### src/hw/rtl/tcrq_pkg.sv
package tcrq_pkg;

  typedef logic [16:0] reg_num_t;

  typedef struct packed {
    logic [1:0]  kind;
    logic [15:0] base_address;
    logic [7:0]  byte_offset;
    logic [7:0]  write_data;
    logic [14:0] touch_x;
    logic [14:0] touch_y;
    logic [2:0]  button_bits;
  } item_t;

  typedef struct packed {
    logic [7:0] read_data;
    logic       bad_address;
    logic       interrupt_raise;
    logic       message_dropped;
  } result_t;

  localparam int WR_COUNT = 40;
  localparam int WR_AW = 6;
  localparam int MSG_W = 32;
  localparam int QUEUE_SLOTS_DEFAULT = 10;
  localparam int COORD_W = 15;
  localparam int POS_W = 17;

  // write port of the configuration byte store
  typedef struct packed {
    logic             en;
    logic [WR_AW-1:0] addr;
    logic [7:0]       data;
  } wb_wr_t;

  localparam logic [1:0] KIND_READ  = 2'd0;
  localparam logic [1:0] KIND_WRITE = 2'd1;
  localparam logic [1:0] KIND_TOUCH = 2'd2;

  localparam reg_num_t MAP_SIZE   = 17'd153;
  localparam reg_num_t MSG_FIRST  = 17'd104;
  localparam reg_num_t MSG_LAST   = 17'd112;
  localparam reg_num_t WR_FIRST   = 17'd113;
  localparam reg_num_t ORIENT_REG = 17'd122;
  localparam reg_num_t XR_LSB     = 17'd131;
  localparam reg_num_t XR_MSB     = 17'd132;
  localparam reg_num_t YR_LSB     = 17'd133;
  localparam reg_num_t YR_MSB     = 17'd134;

  // byte positions within the message window
  localparam logic [3:0] MSG_K_ID     = 4'd0;
  localparam logic [3:0] MSG_K_STATUS = 4'd1;
  localparam logic [3:0] MSG_K_XHI    = 4'd2;
  localparam logic [3:0] MSG_K_YHI    = 4'd3;
  localparam logic [3:0] MSG_K_LO     = 4'd4;
  localparam logic [3:0] MSG_K_AREA   = 4'd5;

  localparam logic [7:0] ST_PRESS   = 8'hC0;
  localparam logic [7:0] ST_RELEASE = 8'h20;
  localparam logic [7:0] ST_MOVE    = 8'h90;
  localparam logic [7:0] EMPTY_BYTE = 8'hFF;

  localparam logic [COORD_W-1:0] FULL_SCALE = 15'h7FFF;

  localparam int IMAGE_LEN = 31;
  localparam logic [7:0] FIXED_IMAGE [IMAGE_LEN] = '{
    8'h80, 8'h00, 8'h11, 8'h00, 8'd16, 8'd14, 8'd4,
    8'd5, 8'h68, 8'h00, 8'd8, 8'd0, 8'd0,
    8'd9, 8'h71, 8'h00, 8'd29, 8'd0, 8'd10,
    8'd28, 8'h94, 8'h00, 8'd4, 8'd0, 8'd0,
    8'd6, 8'h8F, 8'h00, 8'd4, 8'd0, 8'd0
  };

  // identity and object table, zero past the listed bytes
  function automatic logic [7:0] fixed_byte(input logic [6:0] idx);
    logic [7:0] b;
    b = 8'h00;
    if (idx < 7'(IMAGE_LEN)) begin
      b = FIXED_IMAGE[idx[4:0]];
    end
    return b;
  endfunction

endpackage

### src/hw/rtl/tcrq_wb_mem.sv
module tcrq_wb_mem
  import tcrq_pkg::*;
(
  input  logic             clk,
  input  logic             rst,
  input  wb_wr_t           wr,
  input  logic             re,
  input  logic [WR_AW-1:0] raddr,
  output logic [7:0]       rdata
);

  logic [7:0]          mem [WR_COUNT];
  logic [WR_COUNT-1:0] vld;
  logic [7:0]          rd_q;
  logic                rd_vld;

  always_ff @(posedge clk) begin
    if (wr.en) begin
      mem[wr.addr] <= wr.data;
    end
    if (re) begin
      rd_q <= mem[raddr];
    end
  end

  // entries never written read as zero
  always_ff @(posedge clk) begin
    if (rst) begin
      vld    <= '0;
      rd_vld <= 1'b0;
    end else begin
      if (wr.en) begin
        vld[wr.addr] <= 1'b1;
      end
      if (re) begin
        rd_vld <= vld[raddr];
      end
    end
  end

  assign rdata = rd_vld ? rd_q : 8'h00;

endmodule

### src/hw/rtl/tcrq_msg_mem.sv
module tcrq_msg_mem
  import tcrq_pkg::*;
#(
  parameter int DEPTH = QUEUE_SLOTS_DEFAULT,
  localparam int AW = $clog2(DEPTH)
) (
  input  logic             clk,
  input  logic             we,
  input  logic [AW-1:0]    waddr,
  input  logic [MSG_W-1:0] wdata,
  input  logic             re,
  input  logic [AW-1:0]    raddr,
  output logic [MSG_W-1:0] rdata
);

  logic [MSG_W-1:0] mem [DEPTH];

  always_ff @(posedge clk) begin
    if (we) begin
      mem[waddr] <= wdata;
    end
    if (re) begin
      rdata <= mem[raddr];
    end
  end

endmodule

### src/hw/rtl/tcrq_scale.sv
module tcrq_scale
  import tcrq_pkg::*;
(
  input  logic               clk,
  input  logic               load,
  input  logic [COORD_W-1:0] touch_x,
  input  logic [COORD_W-1:0] touch_y,
  input  logic [POS_W-1:0]   x_scale,
  input  logic [POS_W-1:0]   y_scale,
  output logic [POS_W-1:0]   x_pos,
  output logic [POS_W-1:0]   y_pos
);

  localparam int PROD_W = COORD_W + POS_W;

  logic [PROD_W-1:0] x_prod;
  logic [PROD_W-1:0] y_prod;

  // floor(p / (2^15 - 1)) by folding the high part back onto the low part
  function automatic logic [POS_W-1:0] div_full_scale(input logic [PROD_W-1:0] p);
    logic [POS_W-1:0]   hi;
    logic [POS_W:0]     s;
    logic [2:0]         s_hi;
    logic [COORD_W:0]   t;
    logic               carry;
    hi    = p[PROD_W-1:COORD_W];
    s     = {1'b0, hi} + (POS_W+1)'(p[COORD_W-1:0]);
    s_hi  = s[POS_W:COORD_W];
    t     = (COORD_W+1)'(s_hi) + {1'b0, s[COORD_W-1:0]};
    carry = (t >= {1'b0, FULL_SCALE});
    return hi + POS_W'(s_hi) + POS_W'(carry);
  endfunction

  always_ff @(posedge clk) begin
    if (load) begin
      x_prod <= PROD_W'(touch_x) * PROD_W'(x_scale);
      y_prod <= PROD_W'(touch_y) * PROD_W'(y_scale);
    end
  end

  assign x_pos = div_full_scale(x_prod);
  assign y_pos = div_full_scale(y_prod);

endmodule

### src/hw/rtl/touch_controller_register_queue.sv
// Touch controller behind a 153-byte register map, with a message queue.
// Each item has an accept cycle and a busy cycle: the accept cycle reads
// the configuration byte store and the message store at the queue head
// and registers the two coordinate products; the busy cycle finishes the
// scaling, forms the result and writes back the byte store, the message
// store and the queue pointers. No item is taken while busy, and only
// once the result register is free or being taken. Reads of message byte
// 112 pop the queue; a full queue drops the new message and flags it.
// There is no start-up sweep; valid bits mark written byte store entries.
module touch_controller_register_queue
  import tcrq_pkg::*;
#(
  parameter int QUEUE_SLOTS = QUEUE_SLOTS_DEFAULT
) (
  input  logic    clk,
  input  logic    rst,
  input  logic    item_valid,
  output logic    item_stall,
  input  item_t   item,
  output logic    result_valid,
  input  logic    result_stall,
  output result_t result
);

  localparam int PTR_W = $clog2(QUEUE_SLOTS);

  logic             accept;
  logic             busy;
  item_t            cur;
  reg_num_t         cur_reg;
  reg_num_t         item_reg;

  logic [PTR_W-1:0] head, head_next;
  logic [PTR_W-1:0] tail, tail_next;
  logic             axes_swapped, axes_swapped_next;
  logic [POS_W-1:0] x_scale, x_scale_next;
  logic [POS_W-1:0] y_scale, y_scale_next;
  logic             touching, touching_next;
  logic [POS_W-1:0] last_x, last_x_next;
  logic [POS_W-1:0] last_y, last_y_next;
  logic [7:0]       xr_lsb, xr_lsb_next;
  logic [7:0]       xr_msb, xr_msb_next;
  logic [7:0]       yr_lsb, yr_lsb_next;
  logic [7:0]       yr_msb, yr_msb_next;
  result_t          res_next;

  wb_wr_t           wb_wr;
  logic [7:0]       wb_rdata;
  logic             msg_we;
  logic [MSG_W-1:0] msg_wdata;
  logic [MSG_W-1:0] msg_rdata;
  logic [POS_W-1:0] x_pos;
  logic [POS_W-1:0] y_pos;

  logic [3:0]       msg_k;
  logic             pressed;
  logic [7:0]       status;
  logic             push;
  logic [PTR_W-1:0] tail_inc;
  logic [POS_W-1:0] xr_value;
  logic [POS_W-1:0] yr_value;

  function automatic logic [PTR_W-1:0] ptr_inc(input logic [PTR_W-1:0] p);
    return (p == PTR_W'(QUEUE_SLOTS - 1)) ? '0 : p + PTR_W'(1);
  endfunction

  assign item_stall = busy | (result_valid & result_stall);
  assign accept     = item_valid & ~item_stall;
  assign item_reg   = {1'b0, item.base_address} + 17'(item.byte_offset);

  tcrq_wb_mem u_wb_mem (
    .clk   (clk),
    .rst   (rst),
    .wr    (wb_wr),
    .re    (accept),
    .raddr (WR_AW'(item_reg - WR_FIRST)),
    .rdata (wb_rdata)
  );

  tcrq_msg_mem #(
    .DEPTH (QUEUE_SLOTS)
  ) u_msg_mem (
    .clk   (clk),
    .we    (msg_we),
    .waddr (tail),
    .wdata (msg_wdata),
    .re    (accept),
    .raddr (head),
    .rdata (msg_rdata)
  );

  tcrq_scale u_scale (
    .clk     (clk),
    .load    (accept),
    .touch_x (item.touch_x),
    .touch_y (item.touch_y),
    .x_scale (x_scale),
    .y_scale (y_scale),
    .x_pos   (x_pos),
    .y_pos   (y_pos)
  );

  assign msg_k    = 4'(cur_reg - MSG_FIRST);
  assign pressed  = |cur.button_bits;
  assign tail_inc = ptr_inc(tail);

  always_comb begin
    head_next         = head;
    tail_next         = tail;
    axes_swapped_next = axes_swapped;
    x_scale_next      = x_scale;
    y_scale_next      = y_scale;
    touching_next     = touching;
    last_x_next       = last_x;
    last_y_next       = last_y;
    xr_lsb_next       = xr_lsb;
    xr_msb_next       = xr_msb;
    yr_lsb_next       = yr_lsb;
    yr_msb_next       = yr_msb;
    xr_value          = '0;
    yr_value          = '0;
    res_next          = '0;
    wb_wr             = '0;
    status            = ST_MOVE;
    push              = 1'b0;
    msg_we            = 1'b0;
    msg_wdata         = {status, x_pos[9:2], y_pos[9:2],
                         x_pos[1:0], 2'b00, y_pos[1:0], 2'b00};

    case (cur.kind)
      KIND_READ: begin
        if (cur_reg >= MAP_SIZE) begin
          res_next.bad_address = 1'b1;
        end else if (cur_reg < MSG_FIRST) begin
          res_next.read_data = fixed_byte(cur_reg[6:0]);
        end else if (cur_reg <= MSG_LAST) begin
          if (head == tail) begin
            res_next.read_data = EMPTY_BYTE;
          end else begin
            case (msg_k)
              MSG_K_ID, MSG_K_AREA: res_next.read_data = 8'h01;
              MSG_K_STATUS:         res_next.read_data = msg_rdata[31:24];
              MSG_K_XHI:            res_next.read_data = msg_rdata[23:16];
              MSG_K_YHI:            res_next.read_data = msg_rdata[15:8];
              MSG_K_LO:             res_next.read_data = msg_rdata[7:0];
              default:              res_next.read_data = 8'h00;
            endcase
            // last message byte pops the head
            if (cur_reg == MSG_LAST) begin
              head_next = ptr_inc(head);
            end
          end
        end else begin
          res_next.read_data = wb_rdata;
        end
      end
      KIND_WRITE: begin
        if (cur_reg >= WR_FIRST && cur_reg < MAP_SIZE) begin
          wb_wr.en   = 1'b1;
          wb_wr.addr = WR_AW'(cur_reg - WR_FIRST);
          wb_wr.data = cur.write_data;
          if (cur_reg == ORIENT_REG) begin
            axes_swapped_next = cur.write_data[0];
          end
          if (cur_reg == XR_LSB) begin
            xr_lsb_next = cur.write_data;
          end
          if (cur_reg == XR_MSB) begin
            xr_msb_next = cur.write_data;
          end
          if (cur_reg == YR_LSB) begin
            yr_lsb_next = cur.write_data;
          end
          if (cur_reg == YR_MSB) begin
            yr_msb_next = cur.write_data;
          end
          xr_value = {1'b0, xr_msb_next, xr_lsb_next} + 17'd1;
          yr_value = {1'b0, yr_msb_next, yr_lsb_next} + 17'd1;
          if (cur_reg == XR_LSB || cur_reg == XR_MSB) begin
            if (axes_swapped) begin
              y_scale_next = xr_value;
            end else begin
              x_scale_next = xr_value;
            end
          end
          if (cur_reg == YR_LSB || cur_reg == YR_MSB) begin
            if (axes_swapped) begin
              x_scale_next = yr_value;
            end else begin
              y_scale_next = yr_value;
            end
          end
        end else begin
          res_next.bad_address = 1'b1;
        end
      end
      KIND_TOUCH: begin
        if (pressed != touching) begin
          push   = 1'b1;
          status = pressed ? ST_PRESS : ST_RELEASE;
        end else if (touching && (x_pos != last_x || y_pos != last_y)) begin
          push   = 1'b1;
          status = ST_MOVE;
        end
        msg_wdata = {status, x_pos[9:2], y_pos[9:2],
                     x_pos[1:0], 2'b00, y_pos[1:0], 2'b00};
        if (push) begin
          res_next.interrupt_raise = 1'b1;
          if (tail_inc == head) begin
            res_next.message_dropped = 1'b1;
          end else begin
            msg_we    = 1'b1;
            tail_next = tail_inc;
          end
        end
        touching_next = pressed;
        last_x_next   = x_pos;
        last_y_next   = y_pos;
      end
      default: begin
      end
    endcase

    if (!busy) begin
      wb_wr.en = 1'b0;
      msg_we   = 1'b0;
    end
  end

  always_ff @(posedge clk) begin
    if (accept) begin
      cur     <= item;
      cur_reg <= item_reg;
    end
    if (busy) begin
      result <= res_next;
    end
  end

  always_ff @(posedge clk) begin
    if (rst) begin
      busy         <= 1'b0;
      result_valid <= 1'b0;
      head         <= '0;
      tail         <= '0;
      axes_swapped <= 1'b0;
      x_scale      <= 17'd1;
      y_scale      <= 17'd1;
      touching     <= 1'b0;
      last_x       <= '0;
      last_y       <= '0;
      xr_lsb       <= '0;
      xr_msb       <= '0;
      yr_lsb       <= '0;
      yr_msb       <= '0;
    end else begin
      busy <= accept;
      if (busy) begin
        result_valid <= 1'b1;
        head         <= head_next;
        tail         <= tail_next;
        axes_swapped <= axes_swapped_next;
        x_scale      <= x_scale_next;
        y_scale      <= y_scale_next;
        touching     <= touching_next;
        last_x       <= last_x_next;
        last_y       <= last_y_next;
        xr_lsb       <= xr_lsb_next;
        xr_msb       <= xr_msb_next;
        yr_lsb       <= yr_lsb_next;
        yr_msb       <= yr_msb_next;
      end else if (result_valid && !result_stall) begin
        result_valid <= 1'b0;
      end
    end
  end

endmodule

### config.mk
export PLATFORM = sky130hd
export DESIGN_NAME = touch_controller_register_queue
export DESIGN_NICKNAME = d
export VERILOG_FILES = /design/src/hw/rtl/tcrq_pkg.sv /design/src/hw/rtl/tcrq_wb_mem.sv /design/src/hw/rtl/tcrq_msg_mem.sv /design/src/hw/rtl/tcrq_scale.sv /design/src/hw/rtl/touch_controller_register_queue.sv
export SDC_FILE = /design/constraint.sdc
export NUM_CORES = 2
export LEC_CHECK = 0
export BUFFER_PORTS_ARGS = -buffer_cell sky130_fd_sc_hd__clkbuf_2
export CORE_MARGIN = 3
export CORE_UTILIZATION = 40
export DETAILED_ROUTE_END_ITERATION = 10
export PLACE_DENSITY_LB_ADDON = 0.08
export SYNTH_ARGS = -nofsm -noshare
export SYNTH_HDL_FRONTEND = slang
export SYNTH_SLANG_ARGS = --single-unit
### constraint.sdc
create_clock -name clk -period 19.4 [get_ports clk]
set_clock_uncertainty 0.2 [all_clocks]
set_input_delay 3.88 -clock clk [delete_from_list [all_inputs] [get_ports clk]]
set_output_delay 3.88 -clock clk [all_outputs]
set_load 0.01 [all_outputs]
==> out/metrics.cfg <==
[global_route]
grt_max_degree=87
grt_use_total_pct=20.0
overflow=0
grt_first_pass_wirelength_um=215000
antenna_found_initial=1
grt_pass1_vias=35000

[power]
p_total_uw=4230
combinationalPowerShare_pct=9.3
power_density_mw_per_mm2=71.1
netSwitchingFraction_pct=24.3
p_seq_share_pct=48.1
p_sw_uw=1030
p_int_uw=3200
vdd_ir_drop_max_mv=0.0652
clockPowerShare_pct=42.6
cellLeakagePower_uw=0.0221

[layout]
top_register=u_wb_mem.mem
mostFrequentLayoutCell=edfxtp_1
antenna_cells=0
mostFrequentLayoutCells=697 x edfxtp_1, 496 x nand2_1, 433 x inv_1
n_fill_cell=12400
areaGrowthSynthToFinish_pct=10.0
top_regs=u_wb_mem.mem: 320 flops, u_msg_mem.mem: 240 flops, u_wb_mem.vld: 40 flops
drive_gt1_share_pct=10.8
multi_input_area_mm2=0.0276
final_nets=5251
seq_area_mm2=0.0240
largest_reg_flops=320

[yosys]
synthesis.instances=4529
synthArstFlopShare_pct=0
avgSynthCellArea_um2=11.9
synth_fp_nets=5247
syn_area_mm2=0.0540
synth-edff-count=697
seq_area_frac_synth_pct=44.4
ys_dominant_reg_cell=edfxtp_1
yosysTopAreaCell=edfxtp_1
synth_warnings=0
synth.area.top_cells=edfxtp_1 39%, fa_1 15%, ha_1 5.8%
synth_top_area_share_pct=38.7
synth-seq-cells=850
yosysUniqueCellTypes=92

[timing]
max_freq_mhz=99.7
fin_crit_sh_pct=51.7
hold_violations=0
drv_slew=0
finalSetupTns_ns=0
fin_crit_ns=10.03
rsz0062_at_grt=no
finalSetupViolations=0
tightest_slew_ns=1.07
slew_headroom_pct=28.0

[worst_setup_path]
rr_worst_depth=33
end_kind=flip-flop
cp-start-kind=input port
worst-path-max-fanout=17
arrival_ns=10.23
required_ns=19.60
critPathKind=input port to flip-flop

[clock_network]
htree_levels=3
cts.path.max_buffers=3
cts_tree=built
clock-root-buffer=clkbuf_16
clk_pin_slew_worst_paths_ns=0.06
post_cts_resize_count=0
clk_latency_ns=0.68
cts_num_sinks=850
post-cts-setup-buffers=0
cts_buffers=92
hold_buffers=0

[detailed_routing]
drt-total-wl_um=139000
avgRoutedWirePerCell_um=21.7
vias_per_cell=5.32
drc=0
vias=33900
firstDrtPassIters=5
ant_nets=0
drt_iter0_drc=2267

[hold_path]
holdPathStages=2
worstHoldPathType=flip-flop to flip-flop

[run_status]
status=finished clean

[placed_design]
port-buffer-count=83
dp_hpwl_um=97000
gp_congestion=0.813

[floorplan]
top_level_ports=84
initial_core_util_pct=40.4
die_x_um=374
die_height_um=374
fp-row-count=134
fp.coreArea_mm2=0.134
die_area_mm2=0.140

[flow_run]
max-cap-violations=0

path summary, 6_finish.rpt:
kind / start / end / slack, ns
worst min-delay path: last_y[4] / last_y[4] / 0.26
worst max register to register: u_scale.y_prod[16] / u_msg_mem.mem[0][11] / 9.72
worst min register to register: last_y[4] / last_y[4] / 0.26
worst max-delay path: item[11] / u_scale.y_prod[31] / 9.37
logic make-up after synthesis:
kind of cell    synth area share [%]
compound gates                  7.61
xor+xnor                        3.73
flops                           44.4
fa+ha+maj                       20.5
mux                             7.39
simple gates                    11.7
buf+inv                         4.74
stage by stage:
step	setup slack (ns)	area, µm²	hold slack (ns)	instances	util, %
detailed placement	8.69	56300	0.252	6207	42.1
CTS	9.39	59400	0.261	6379	44.4
global route	8.97	59400	0.290	6379	44.4
finish	9.37	59400	0.259	6379	44.4
global placement	8.80	56300	0.244	6207	42.1
floorplan	9.01	54000	0.235	4529	-
critical path, cell delays in order:
cell      delay [ns]
clkbuf_2        0.38
nand2_1         0.16
fa_1            0.55
fa_1            0.52
inv_1           0.05
fa_1            0.48
inv_1           0.06
fa_1            0.54
inv_1           0.06
fa_1            0.51
fa_1            0.49
ha_1            0.43
and4_1          0.27
or4b_2          0.63
o221a_2         0.28
o31ai_1         0.31
a211oi_1        0.20
o21ai_0         0.20
a21oi_1         0.10
xnor2_1         0.13
synth_stat cells (6+ instances only):
cell / n
edfxtp_1: 697
nand2_1: 496
inv_1: 434
fa_1: 395
nor2_1: 261
ha_1: 252
and2_1: 245
clkbuf_1: 187
a21oi_1: 184
dfxtp_1: 153
mux4_2: 140
xnor2_1: 135
o21ai_0: 95
a211oi_1: 88
mux2i_1: 76
xor2_1: 74
nand3_1: 61
nor2b_1: 43
a21o_1: 42
nor3_1: 40
o21bai_1: 30
nand4_1: 29
buf_2: 26
a31oi_1: 24
and3_1: 23
a22oi_1: 20
buf_1: 19
nor4_1: 18
a221oi_1: 13
o22ai_1: 13
nand2b_1: 12
o21a_1: 11
o21ba_2: 11
or3_1: 10
nand3b_1: 9
a311oi_1: 8
and4_1: 8
nor3b_1: 8
o31ai_1: 8
mux2_2: 7
o211ai_1: 7
xnor3_1: 6
layer usage:
metal | up-vias | track usage [%] | share of wire [%]
met5 | - | 0 | 0
li1 | 15800 | - | -
met2 | 578 | 31.9 | 47
met4 | 0 | 4.16 | 1.6
met1 | 17400 | 29.4 | 48
met3 | 117 | 2.35 | 3.9
cell type report:
| cell class | count | area share (%) |
|---|---|---|
| tap | 1768 | 3.72 |
| sequential | 850 | 40.4 |
| timing repair buffer | 145 | 1.49 |
| clock inverter | 48 | 1.02 |
| inverter | 434 | 2.75 |
| multi-input combinational | 3010 | 46.4 |
| clock buffer | 124 | 4.21 |
power by group through the flow:
| stage | logic, µW | clock network, µW | registers, µW |
|---|---|---|---|
| finish | 392 | 1800 | 2030 |
| global route | 433 | 1930 | 2040 |
| CTS | 400 | 1850 | 2030 |
| detailed placement | 398 | 0 | 2070 |
| global placement | 398 | 0 | 2070 |
| floorplan | 276 | 0 | 2050 |
No activity file was read; power rests on OpenSTA's default activity.
